==> config.mk <==
export PLATFORM = sky130hd
export DESIGN_NAME = cau_div_cell
export DESIGN_NICKNAME = d
export VERILOG_FILES = /design/src/hw/rtl/cau_pkg.sv /design/src/hw/rtl/cau_div_cell.sv
export SDC_FILE = /design/constraint.sdc
export NUM_CORES = 1
export LEC_CHECK = 0
export BUFFER_PORTS_ARGS = -buffer_cell sky130_fd_sc_hd__buf_4
export CORE_AREA = 3 3 261 263
export CTS_CLUSTER_SIZE = 30
export DETAILED_ROUTE_END_ITERATION = 12
export DIE_AREA = 0 0 264 266
export PLACE_DENSITY = 0.4
export SLEW_MARGIN = 20
export SYNTH_ARGS = -nofsm -noshare
export SYNTH_HDL_FRONTEND = slang
export SYNTH_SLANG_ARGS = --single-unit
==> constraint.sdc <==
create_clock -name clock -period 7.5 [get_ports clock]
set_clock_uncertainty 0.2 [all_clocks]
set_input_delay 1.125 -clock clock [delete_from_list [all_inputs] [get_ports clock]]
set_output_delay 1.125 -clock clock [all_outputs]
set_load 0.03 [all_outputs]
==> src/hw/rtl/cau_pkg.sv <==
`default_nettype none
package cau_pkg;

   localparam int PartWidth = 16;
   localparam int FracBits  = 8;
   // products of two parts and sums of two products
   localparam int ProdWidth = 2 * PartWidth;
   localparam int SumWidth  = ProdWidth + 1;
   // magnitude of a sum of products
   localparam int MagWidth  = ProdWidth + 1;
   // quotient bits: integer part up to the magnitude, then the fraction bits
   localparam int QuotWidth = MagWidth + FracBits;
   // divider cells, one quotient bit each
   localparam int DivCells  = QuotWidth;
   // dividend shifted left for the fraction bits
   localparam int NumWidth  = MagWidth + FracBits;
   // divisor: sum of two squares
   localparam int DenWidth  = ProdWidth + 1;
   // partial remainder carries one bit more than the divisor
   localparam int RemWidth  = DenWidth + 1;

   typedef enum logic [1:0] {
      OP_ADD = 2'd0,
      OP_SUB = 2'd1,
      OP_MUL = 2'd2,
      OP_DIV = 2'd3
   } op_type;

   typedef struct packed {
      logic [1:0]                   operation;
      logic signed [PartWidth-1:0]  a_real;
      logic signed [PartWidth-1:0]  a_imag;
      logic signed [PartWidth-1:0]  b_real;
      logic signed [PartWidth-1:0]  b_imag;
   } req_type;

   typedef struct packed {
      logic signed [PartWidth-1:0]  result_real;
      logic signed [PartWidth-1:0]  result_imag;
      logic                         divide_by_zero;
      logic                         saturated;
   } rsp_type;

   // one divider lane: dividend bits still to shift in, remainder, quotient so far
   typedef struct packed {
      logic [NumWidth-1:0]  num;
      logic [RemWidth-1:0]  rem;
      logic [QuotWidth-1:0] quot;
   } lane_type;

   // what travels along the cell chain beside the two lanes
   typedef struct packed {
      logic                 vld;
      logic [1:0]           op;
      logic                 neg_re;
      logic                 neg_im;
      logic [MagWidth-1:0]  mag_re;
      logic [MagWidth-1:0]  mag_im;
      logic [DenWidth-1:0]  den;
      logic                 dz;
   } carry_type;

   // clamp sign and magnitude to the signed part range
   function automatic logic [PartWidth:0] clamp_part(input logic neg,
                                                     input logic [QuotWidth-1:0] mag);
      logic [QuotWidth-1:0] pos_lim;
      logic [QuotWidth-1:0] neg_lim;
      logic [PartWidth-1:0] val;
      logic                 sat;
      pos_lim = (QuotWidth'(1) << (PartWidth - 1)) - QuotWidth'(1);
      neg_lim = QuotWidth'(1) << (PartWidth - 1);
      sat = 1'b0;
      if (!neg) begin
         if (mag > pos_lim) begin
            sat = 1'b1;
            val = pos_lim[PartWidth-1:0];
         end else begin
            val = mag[PartWidth-1:0];
         end
      end else begin
         if (mag > neg_lim) begin
            sat = 1'b1;
            val = neg_lim[PartWidth-1:0];
         end else begin
            val = PartWidth'(-mag[PartWidth-1:0]);
         end
      end
      return {sat, val};
   endfunction

endpackage
`default_nettype wire

==> src/hw/rtl/cau_div_cell.sv <==
`default_nettype none
// one restoring-division step for both lanes, registered toward the next cell
module cau_div_cell (
   input  wire logic               clock,
   input  wire logic               reset,
   input  wire logic               adv,
   input  wire cau_pkg::carry_type in_carry,
   input  wire cau_pkg::lane_type  in_re,
   input  wire cau_pkg::lane_type  in_im,
   output cau_pkg::carry_type      out_carry,
   output cau_pkg::lane_type       out_re,
   output cau_pkg::lane_type       out_im
);

   localparam int NW = cau_pkg::NumWidth;
   localparam int RW = cau_pkg::RemWidth;
   localparam int QW = cau_pkg::QuotWidth;

   cau_pkg::carry_type carry_ff;
   cau_pkg::lane_type  re_ff, re_in;
   cau_pkg::lane_type  im_ff, im_in;

   // shift one dividend bit into the remainder and try the divisor
   function automatic cau_pkg::lane_type step(input cau_pkg::lane_type l,
                                              input logic [RW-1:0] den);
      cau_pkg::lane_type o;
      logic [RW-1:0]     trial;
      trial  = {l.rem[RW-2:0], l.num[NW-1]};
      o.num  = {l.num[NW-2:0], 1'b0};
      if (trial >= den) begin
         o.rem  = trial - den;
         o.quot = {l.quot[QW-2:0], 1'b1};
      end else begin
         o.rem  = trial;
         o.quot = {l.quot[QW-2:0], 1'b0};
      end
      return o;
   endfunction

   always_comb begin
      re_in = step(in_re, RW'(in_carry.den));
      im_in = step(in_im, RW'(in_carry.den));
   end

   always_ff @(posedge clock) begin
      if (reset) begin
         carry_ff.vld <= 1'b0;
      end else if (adv) begin
         carry_ff.vld <= in_carry.vld;
      end
   end

   always_ff @(posedge clock) begin
      if (adv) begin
         carry_ff.op     <= in_carry.op;
         carry_ff.neg_re <= in_carry.neg_re;
         carry_ff.neg_im <= in_carry.neg_im;
         carry_ff.mag_re <= in_carry.mag_re;
         carry_ff.mag_im <= in_carry.mag_im;
         carry_ff.den    <= in_carry.den;
         carry_ff.dz     <= in_carry.dz;
         re_ff           <= re_in;
         im_ff           <= im_in;
      end
   end

   assign out_carry = carry_ff;
   assign out_re    = re_ff;
   assign out_im    = im_ff;

endmodule
`default_nettype wire

-- Yosys cells after proc, flatten, opt, wreduce, memory -nomap -nowiden
Index checks and enable logic that the tools add are counted.
- register bits after elaboration: 335
- output and inout bits: 337
- word-level logic and storage cells: 20
- $add $sub $neg: 2
- $lt $le $gt $ge: 2
- muxes and demuxes: 2
- operators with widths (kind ; number):
    $mux 75 ; 2
    $ge 34x33->1 ; 2
    $sub 34x33->34 ; 2

-- Logic depth before layout (Yosys ltp)
Gate-level depths: netlist of run 1.
- depth after elaboration: 2
- depth in mapped cells: 15
- gate-level depth less buffers: 13

-- Worst setup path before layout of run 1
No wires, ideal clock.
- kind: input -> register
- from: input in_im[115] in the netlist's numbering
- to: register im_ff, in the netlist out_im[42] (data pin)
- arrival time: 3632 ps
- required time: 7038 ps
- path slack: 3405 ps
- stages on the path: 13
- cell sequence: inv_1 -> ha_1 -> inv_1 -> fa_1 -> a21o_1 -> a221oi_4 -> o32ai_1 -> a211o_1 -> a21o_1 -> nand3_1 -> o2111a_1 -> buf_6 -> mux2_1
- RTL lines (what ; RTL line ; source):
    start, declared ; cau_div_cell.sv:9 ; input wire cau_pkg::lane_type in_im,
    end signal, assigned ; cau_div_cell.sv:63 ; im_ff <= im_in;
    end, declared ; cau_div_cell.sv:21 ; cau_pkg::lane_type im_ff, im_in;

==> results of run 1 <==
metal layers:
| metal | GRT usage | share of wire | vias to the layer above |
|---|---|---|---|
| met2 | 0.328 | 0.51 | 386 |
| li1 | - | - | 5152 |
| met1 | 0.193 | 0.36 | 5348 |
| met3 | 0.0819 | 0.094 | 103 |
| met5 | 0 | 0.0031 | - |
| met4 | 0.0608 | 0.030 | 34 |
area by class of cell:
| cell class | instances | share of cell area |
|---|---|---|
| Multi-Input combinational cell | 577 | 0.181 |
| Inverter | 54 | 0.00932 |
| Clock buffer | 53 | 0.0512 |
| Tap cell | 864 | 0.0497 |
| Antenna cell | 8 | 0.000921 |
| Clock inverter | 24 | 0.0120 |
| Sequential cell | 335 | 0.462 |
| Timing Repair Buffer | 675 | 0.234 |
metrics by stage:
step | cell area, µm² | hold WS [ps] | setup slack [ps] | utilization
after detailed placement | 20300 | 314 | 1810 | 0.309
after global placement | 20300 | 292 | 1860 | 0.309
after global routing | 21700 | 348 | 2170 | 0.330
after floorplan | 14400 | 430 | 3410 | -
after CTS | 21700 | 330 | 2440 | 0.330
final | 21700 | 327 | 2610 | 0.330
critical path: stages:
cell and delay, ps:
sky130_fd_sc_hd__buf_4 130, sky130_fd_sc_hd__ha_1 170, sky130_fd_sc_hd__inv_1 50, sky130_fd_sc_hd__fa_1 390
sky130_fd_sc_hd__a21oi_1 360, sky130_fd_sc_hd__o221ai_2 230, sky130_fd_sc_hd__o21ai_1 310, sky130_fd_sc_hd__a31oi_2 270
sky130_fd_sc_hd__a31oi_1 370, sky130_fd_sc_hd__o21ai_2 150, sky130_fd_sc_hd__a21oi_4 770, sky130_fd_sc_hd__buf_4 440
sky130_fd_sc_hd__o21ai_0 170
worst paths after layout:
path	depth (start not counted)	from	slack (ps)	endpoint
max reg2reg	2	out_carry[104]	6680	out_carry[104]
max	13	in_carry[1]	2610	out_re[58]
min reg2reg	2	out_carry[104]	330	out_carry[104]
min	2	out_carry[104]	330	out_carry[104]
cells in the final DEF (no fill, tap or decap), types with 3 or more instances in the layout:
cell and instances:
sky130_fd_sc_hd__a21o_1 30, sky130_fd_sc_hd__clkinv_2 5, sky130_fd_sc_hd__inv_1 54, sky130_fd_sc_hd__xnor2_1 31, sky130_fd_sc_hd__o31ai_1 3, sky130_fd_sc_hd__a211o_1 4, sky130_fd_sc_hd__edfxtp_1 334, sky130_fd_sc_hd__nor2b_1 5
sky130_fd_sc_hd__clkbuf_1 10, sky130_fd_sc_hd__a211oi_1 5, sky130_fd_sc_hd__o21a_1 3, sky130_fd_sc_hd__clkbuf_16 43, sky130_fd_sc_hd__nand3_1 22, sky130_fd_sc_hd__nor2_1 23, sky130_fd_sc_hd__mux2i_1 3, sky130_fd_sc_hd__o21bai_1 7
sky130_fd_sc_hd__xor2_1 30, sky130_fd_sc_hd__diode_2 8, sky130_fd_sc_hd__nand4_1 8, sky130_fd_sc_hd__nand2_1 97, sky130_fd_sc_hd__clkinv_1 10, sky130_fd_sc_hd__a21oi_1 60, sky130_fd_sc_hd__nor3_1 4, sky130_fd_sc_hd__o21ai_0 73
sky130_fd_sc_hd__buf_4 673, sky130_fd_sc_hd__o21ai_1 22, sky130_fd_sc_hd__a41oi_1 5, sky130_fd_sc_hd__and2_1 4, sky130_fd_sc_hd__o211ai_1 3, sky130_fd_sc_hd__ha_1 66, sky130_fd_sc_hd__bufinv_16 5, sky130_fd_sc_hd__a31oi_1 8
sky130_fd_sc_hd__and3_1 9, sky130_fd_sc_hd__nand2b_1 5
registers in the layout, summed over array words and instances (netlist names):
register	cells
out_carry	105
out_re	115
out_im	115
power groups by stage:
stage	Combinational, mW	Clock (mW)	Sequential (mW)
global route	1.38	2.23	2.35
global placement	1.32	0	2.37
detailed placement	1.32	0	2.37
CTS	1.32	2.16	2.33
finish	1.30	2.07	2.33
floorplan	0.323	0	2.73
cells by family (layout without fill, tap and decap cells):
kind of cell | Yosys count | in the layout | share of synthesized area
DFF | 335 | 335 | 0.700
buffers and inverters | 84 | 806 | 0.0274
AOI/OAI and AO/OA | 252 | 252 | 0.110
adders and majority gates | 68 | 68 | 0.0603
muxes | 5 | 5 | 0.00366
and+or+nand+nor | 189 | 189 | 0.0606
other | 1 | 10 | 0.000261
xor gates and xnor gates | 61 | 61 | 0.0372
==> metrics.yaml, run 1 <==
internal_power_mw: 3.98
postSynthAreaPerCell_um2: 14.4
clockRootBuffer: "sky130_fd_sc_hd__clkbuf_16"
die_area_mm2: 0.0702
setup-tns-final_ps: 0
syn_inst: 995
timing_max_transition_violations_final: 0
tritoncts_clock_tree: "yes"
nFillCells: 6722
cts.repair_timing.setup_buffer_count: 0
post_synthesis_cell_type_with_the_largest_combined_area: "sky130_fd_sc_hd__edfxtp_1"
maximum_achievable_frequency_ghz: 0.204
drt_iter0_drc: 648
cp_max_fo: 36
detail-route-antenna-nets: 0
worstPathArrival_ps: 4990
pwr-share-comb: 0.228
grt_overflow: 0
cts-htree-levels: 2
grt_pass1_wl_mm: 90.6
power.share.clock: 0.364
setup_viol_count_final: 0
ff_latch_count_synth: 335
drcViolationCount: 0
gpl.final_weighted_congestion: 0.826
synth.yosys.seq_area_share: 0.700
design.core.area_mm2: 0.0659
cts_resized: 0
layout.area.seq_mm2: 0.0100
design_power_total_mw: 5.70
drive_above_1_share: 0.435
ctsHoldBuffers: 0
multiInputGateArea_mm2: 0.00393
dr_total_vias: 11023
slew_headroom: 0.298
sw_frac_of_total: 0.301
yosys-top-cells-area: "sky130_fd_sc_hd__edfxtp_1, sky130_fd_sc_hd__ha_1, sky130_fd_sc_hd__o21ai_0"
floorplan.io_pins: 677
rsz_0062_raised_after_global_routing: "no"
cts.sinks: 335
layout_min_cycle_time_ps: 4890
largest_net_degree_at_the_start_of_global_routing: 155
power.static_leakage_nw: 9.17
hold_violations: 0
cp.required_ps: 7600
ctsLongestPathBuffers: 3
finish.net_count: 2094
post_dr_wirelength_cell_um: 25.9
net-switching-power_mw: 1.72
crit_end_element: "flip-flop"
vdd.ir_drop.worst_v: 0.000138
global_route.usage.total: 0.184
run_status: "completed"
stdcell_count: 2590
place_inst: 2505
synth_edf_count: 334
path_class: "in -> reg"
tightest_slew_ps: 1050
firstDrtPassIters: 5
power_per_cell_area_mw_per_mm2: 262
min_path_type: "reg -> reg"
synth-async-reset-ratio: 0
chipWidth_um: 264
synthMostInstantiatedCell: "sky130_fd_sc_hd__edfxtp_1"
die_height_um: 266
port-buffer-count: 670
ys.flop_type: "sky130_fd_sc_hd__edfxtp_1"
vias_per_cell: 4.26
start_kind: "primary input"
drt_wl_total_mm: 67.2
netlist.area_leader.share: 0.699
row_count: 94
post_route_fraction_of_the_period_consumed_by_the_critical_path: 0.652
yosysWarnings: 0
synthToLayoutAreaGrowth_pct: 51.5
clk_transition_reported_paths_ps: 60
synthesis.area_mm2: 0.0144
netlist_top_cells_count: "sky130_fd_sc_hd__edfxtp_1, sky130_fd_sc_hd__nand2_1, sky130_fd_sc_hd__o21ai_0"
timing.max_cap.violations: 0
clkLatencyLatePin_ps: 560
post-dp-hpwl_mm: 54.7
synth.lib_cells_used.distinct: 71
initial_core_util: 0.218
grt_pass1_vias: 11230
grt_antenna_before_repair: 26
cts_buffers: 43
share_seq_of_total_power: 0.409
(Power assumes the default switching activity.)
==> run 2, diff against run 1 <==
--- a/config.mk
+++ b/config.mk
@@ -6,11 +6,11 @@
 export NUM_CORES = 1
 export LEC_CHECK = 0
 export BUFFER_PORTS_ARGS = -buffer_cell sky130_fd_sc_hd__buf_4
-export CORE_AREA = 3 3 261 263
+export CORE_AREA = 3 3 260 262
 export CTS_CLUSTER_SIZE = 30
 export DETAILED_ROUTE_END_ITERATION = 12
-export DIE_AREA = 0 0 264 266
-export PLACE_DENSITY = 0.4
+export DIE_AREA = 0 0 263 265
+export PLACE_DENSITY = 0.42
 export SLEW_MARGIN = 20
 export SYNTH_ARGS = -nofsm -noshare
 export SYNTH_HDL_FRONTEND = slang
==> constraint.sdc (replaced) <==
create_clock -name clock -period 4.4 [get_ports clock]
set_clock_uncertainty 0.2 [all_clocks]
set_input_delay 0.66 -clock clock [delete_from_list [all_inputs] [get_ports clock]]
set_output_delay 0.66 -clock clock [all_outputs]
set_load 0.03 [all_outputs]
==> metrics.yaml, run 2 (same netlist as run 1, synthesis figures left out) <==
most_used_cells_in_the_layout_excluding_fill_and_tap_cells: "sky130_fd_sc_hd__buf_4, sky130_fd_sc_hd__edfxtp_1, sky130_fd_sc_hd__nand2_1"
r2r_setup_slack_ps: 3590
commonest_non_fill_non_tap_cell_in_the_layout: "sky130_fd_sc_hd__buf_4"
hold_crit_depth: 1
timing.rr.end: "out_carry[104]"
slew_headroom: 0.403
multiInputGateArea_mm2: 0.00393
power.share.clock: 0.375
ctsLongestPathBuffers: 3
nFillCells: 6644
detail-route-antenna-nets: 0
worstPathArrival_ps: 3650
drt_wl_total_mm: 69.4
firstDrtPassIters: 5
rsz_0062_raised_after_global_routing: "no"
net-switching-power_mw: 2.99
drcViolationCount: 0
design.core.area_mm2: 0.0656
internal_power_mw: 6.99
pwr-share-comb: 0.226
initial_core_util: 0.219
crit_end_element: "flip-flop"
finish.net_count: 2122
tritoncts_clock_tree: "yes"
timing.critical_path.max_delay_family: "compound AO/OA/AOI/OAI gates"
dr_total_vias: 11257
grt_pass1_vias: 11586
layout_min_cycle_time_ps: 3560
cts_buffers: 44
largest_net_degree_at_the_start_of_global_routing: 101
clockRootBuffer: "sky130_fd_sc_hd__clkbuf_16"
share_seq_of_total_power: 0.398
gpl.final_weighted_congestion: 0.856
grt_antenna_before_repair: 26
path_class: "in -> reg"
drt_iter0_drc: 724
row_count: 94
global_route.usage.total: 0.191
cts-htree-levels: 2
cts.sinks: 335
cts_resized: 0
clkLatencyLatePin_ps: 570
timing.rr.start: "out_carry[104]"
crit_path_max_incr_delay_ps: 390
maximum_achievable_frequency_ghz: 0.281
r2r.worst_path.cells: 2
hold_violations: 0
power_per_cell_area_mw_per_mm2: 451
power.static_leakage_nw: 9.39
layout.area.seq_mm2: 0.0100
post_route_fraction_of_the_period_consumed_by_the_critical_path: 0.809
die_height_um: 265
clk_transition_reported_paths_ps: 60
preCtsSetupSlack_ps: 202
timing.max_cap.violations: 0
run_status: "completed"
die_area_mm2: 0.0697
finalCoreUtilization: 0.337
setup-tns-final_ps: 0
finalWorstSetupSlack_ps: 839
crit_path_top_delay_cell: "sky130_fd_sc_hd__fa_1"
sw_frac_of_total: 0.300
timing_max_transition_violations_final: 0
vias_per_cell: 4.29
ctsHoldBuffers: 0
grt_overflow: 0
start_kind: "primary input"
cts.repair_timing.setup_buffer_count: 0
cp_num_buf_inv: 5
tightest_slew_ps: 896
crit_chain: "buf_4, inv_1, ha_1, inv_1, fa_1, a21o_1, a221oi_4, o32ai_1, a211o_1, a21o_1, nand3_1, o2111a_2, buf_12, buf_4, o21ai_0"
synthToLayoutAreaGrowth_pct: 54.3
port-buffer-count: 670
floorplan.io_pins: 677
worst_hold_path.endpoint: "out_re[33]"
chipWidth_um: 263
setup_viol_count_final: 0
drive_above_1_share: 0.449
grt_pass1_wl_mm: 93.5
post-dp-hpwl_mm: 58.0
origin_of_the_worst_min_delay_path: "in_re[32]"
vdd.ir_drop.worst_v: 0.000223
cp_max_fo: 32
cp.required_ps: 4490
min_path_type: "in -> reg"
post_dr_wirelength_cell_um: 26.5
run 2: through the flow:
step / hold slack [ps] / cells / area (µm²) / power (mW)
after global placement: 287 / 2532 / 20600 / 6.34
after CTS: 2.79 / 2614 / 22100 / 10.2
after detailed placement: 297 / 2532 / 20600 / 6.34
final: 52.9 / 2623 / 22100 / 9.99
after floorplan: 430 / 996 / 14400 / 5.20
after global routing: 8.98 / 2614 / 22100 / 10.4
run 2: how the worst max path moves through the flow:
| stage | start | to | slack, ps | depth (start not counted) |
|---|---|---|---|---|
| 2_1_floorplan | in_im[115] | out_im[42] | 770 | 13 |
| 3_3_place_gp | in_im[115] | out_im[71] | 220 | 15 |
| 3_5_place_dp | in_im[115] | out_im[69] | 200 | 15 |
| 4_1_cts | in_im[115] | out_im[73] | 830 | 15 |
| 5_1_grt | in_im[115] | out_im[49] | 630 | 15 |
| 6_report | in_im[115] | out_im[49] | 840 | 15 |
run 2: layout make-up:
type,count,area share
antenna,9,0.00102
sequential,335,0.454
clock buffer,56,0.0526
clock inverter,26,0.0158
inverter,54,0.00915
tap,864,0.0488
timing repair buffer,702,0.242
multi-input combinational,577,0.177
run 2: power groups by stage:
stage          clock, mW  combinational (mW)  sequential, mW
3_3_place_gp           0                2.30            4.05
4_1_cts             3.89                2.31            3.98
5_1_grt             4.01                2.41            4.01
3_5_place_dp           0                2.30            4.04
6_report            3.75                2.26            3.98
2_1_floorplan          0               0.550            4.65
run 2: metal layers:
layer | up-vias | wire length (µm) | GRT usage
li1 | 5210 | - | -
met1 | 5499 | 24800 | 0.202
met2 | 440 | 36700 | 0.354
met3 | 80 | 6770 | 0.0839
met4 | 28 | 1040 | 0.0325
met5 | - | 162 | 0
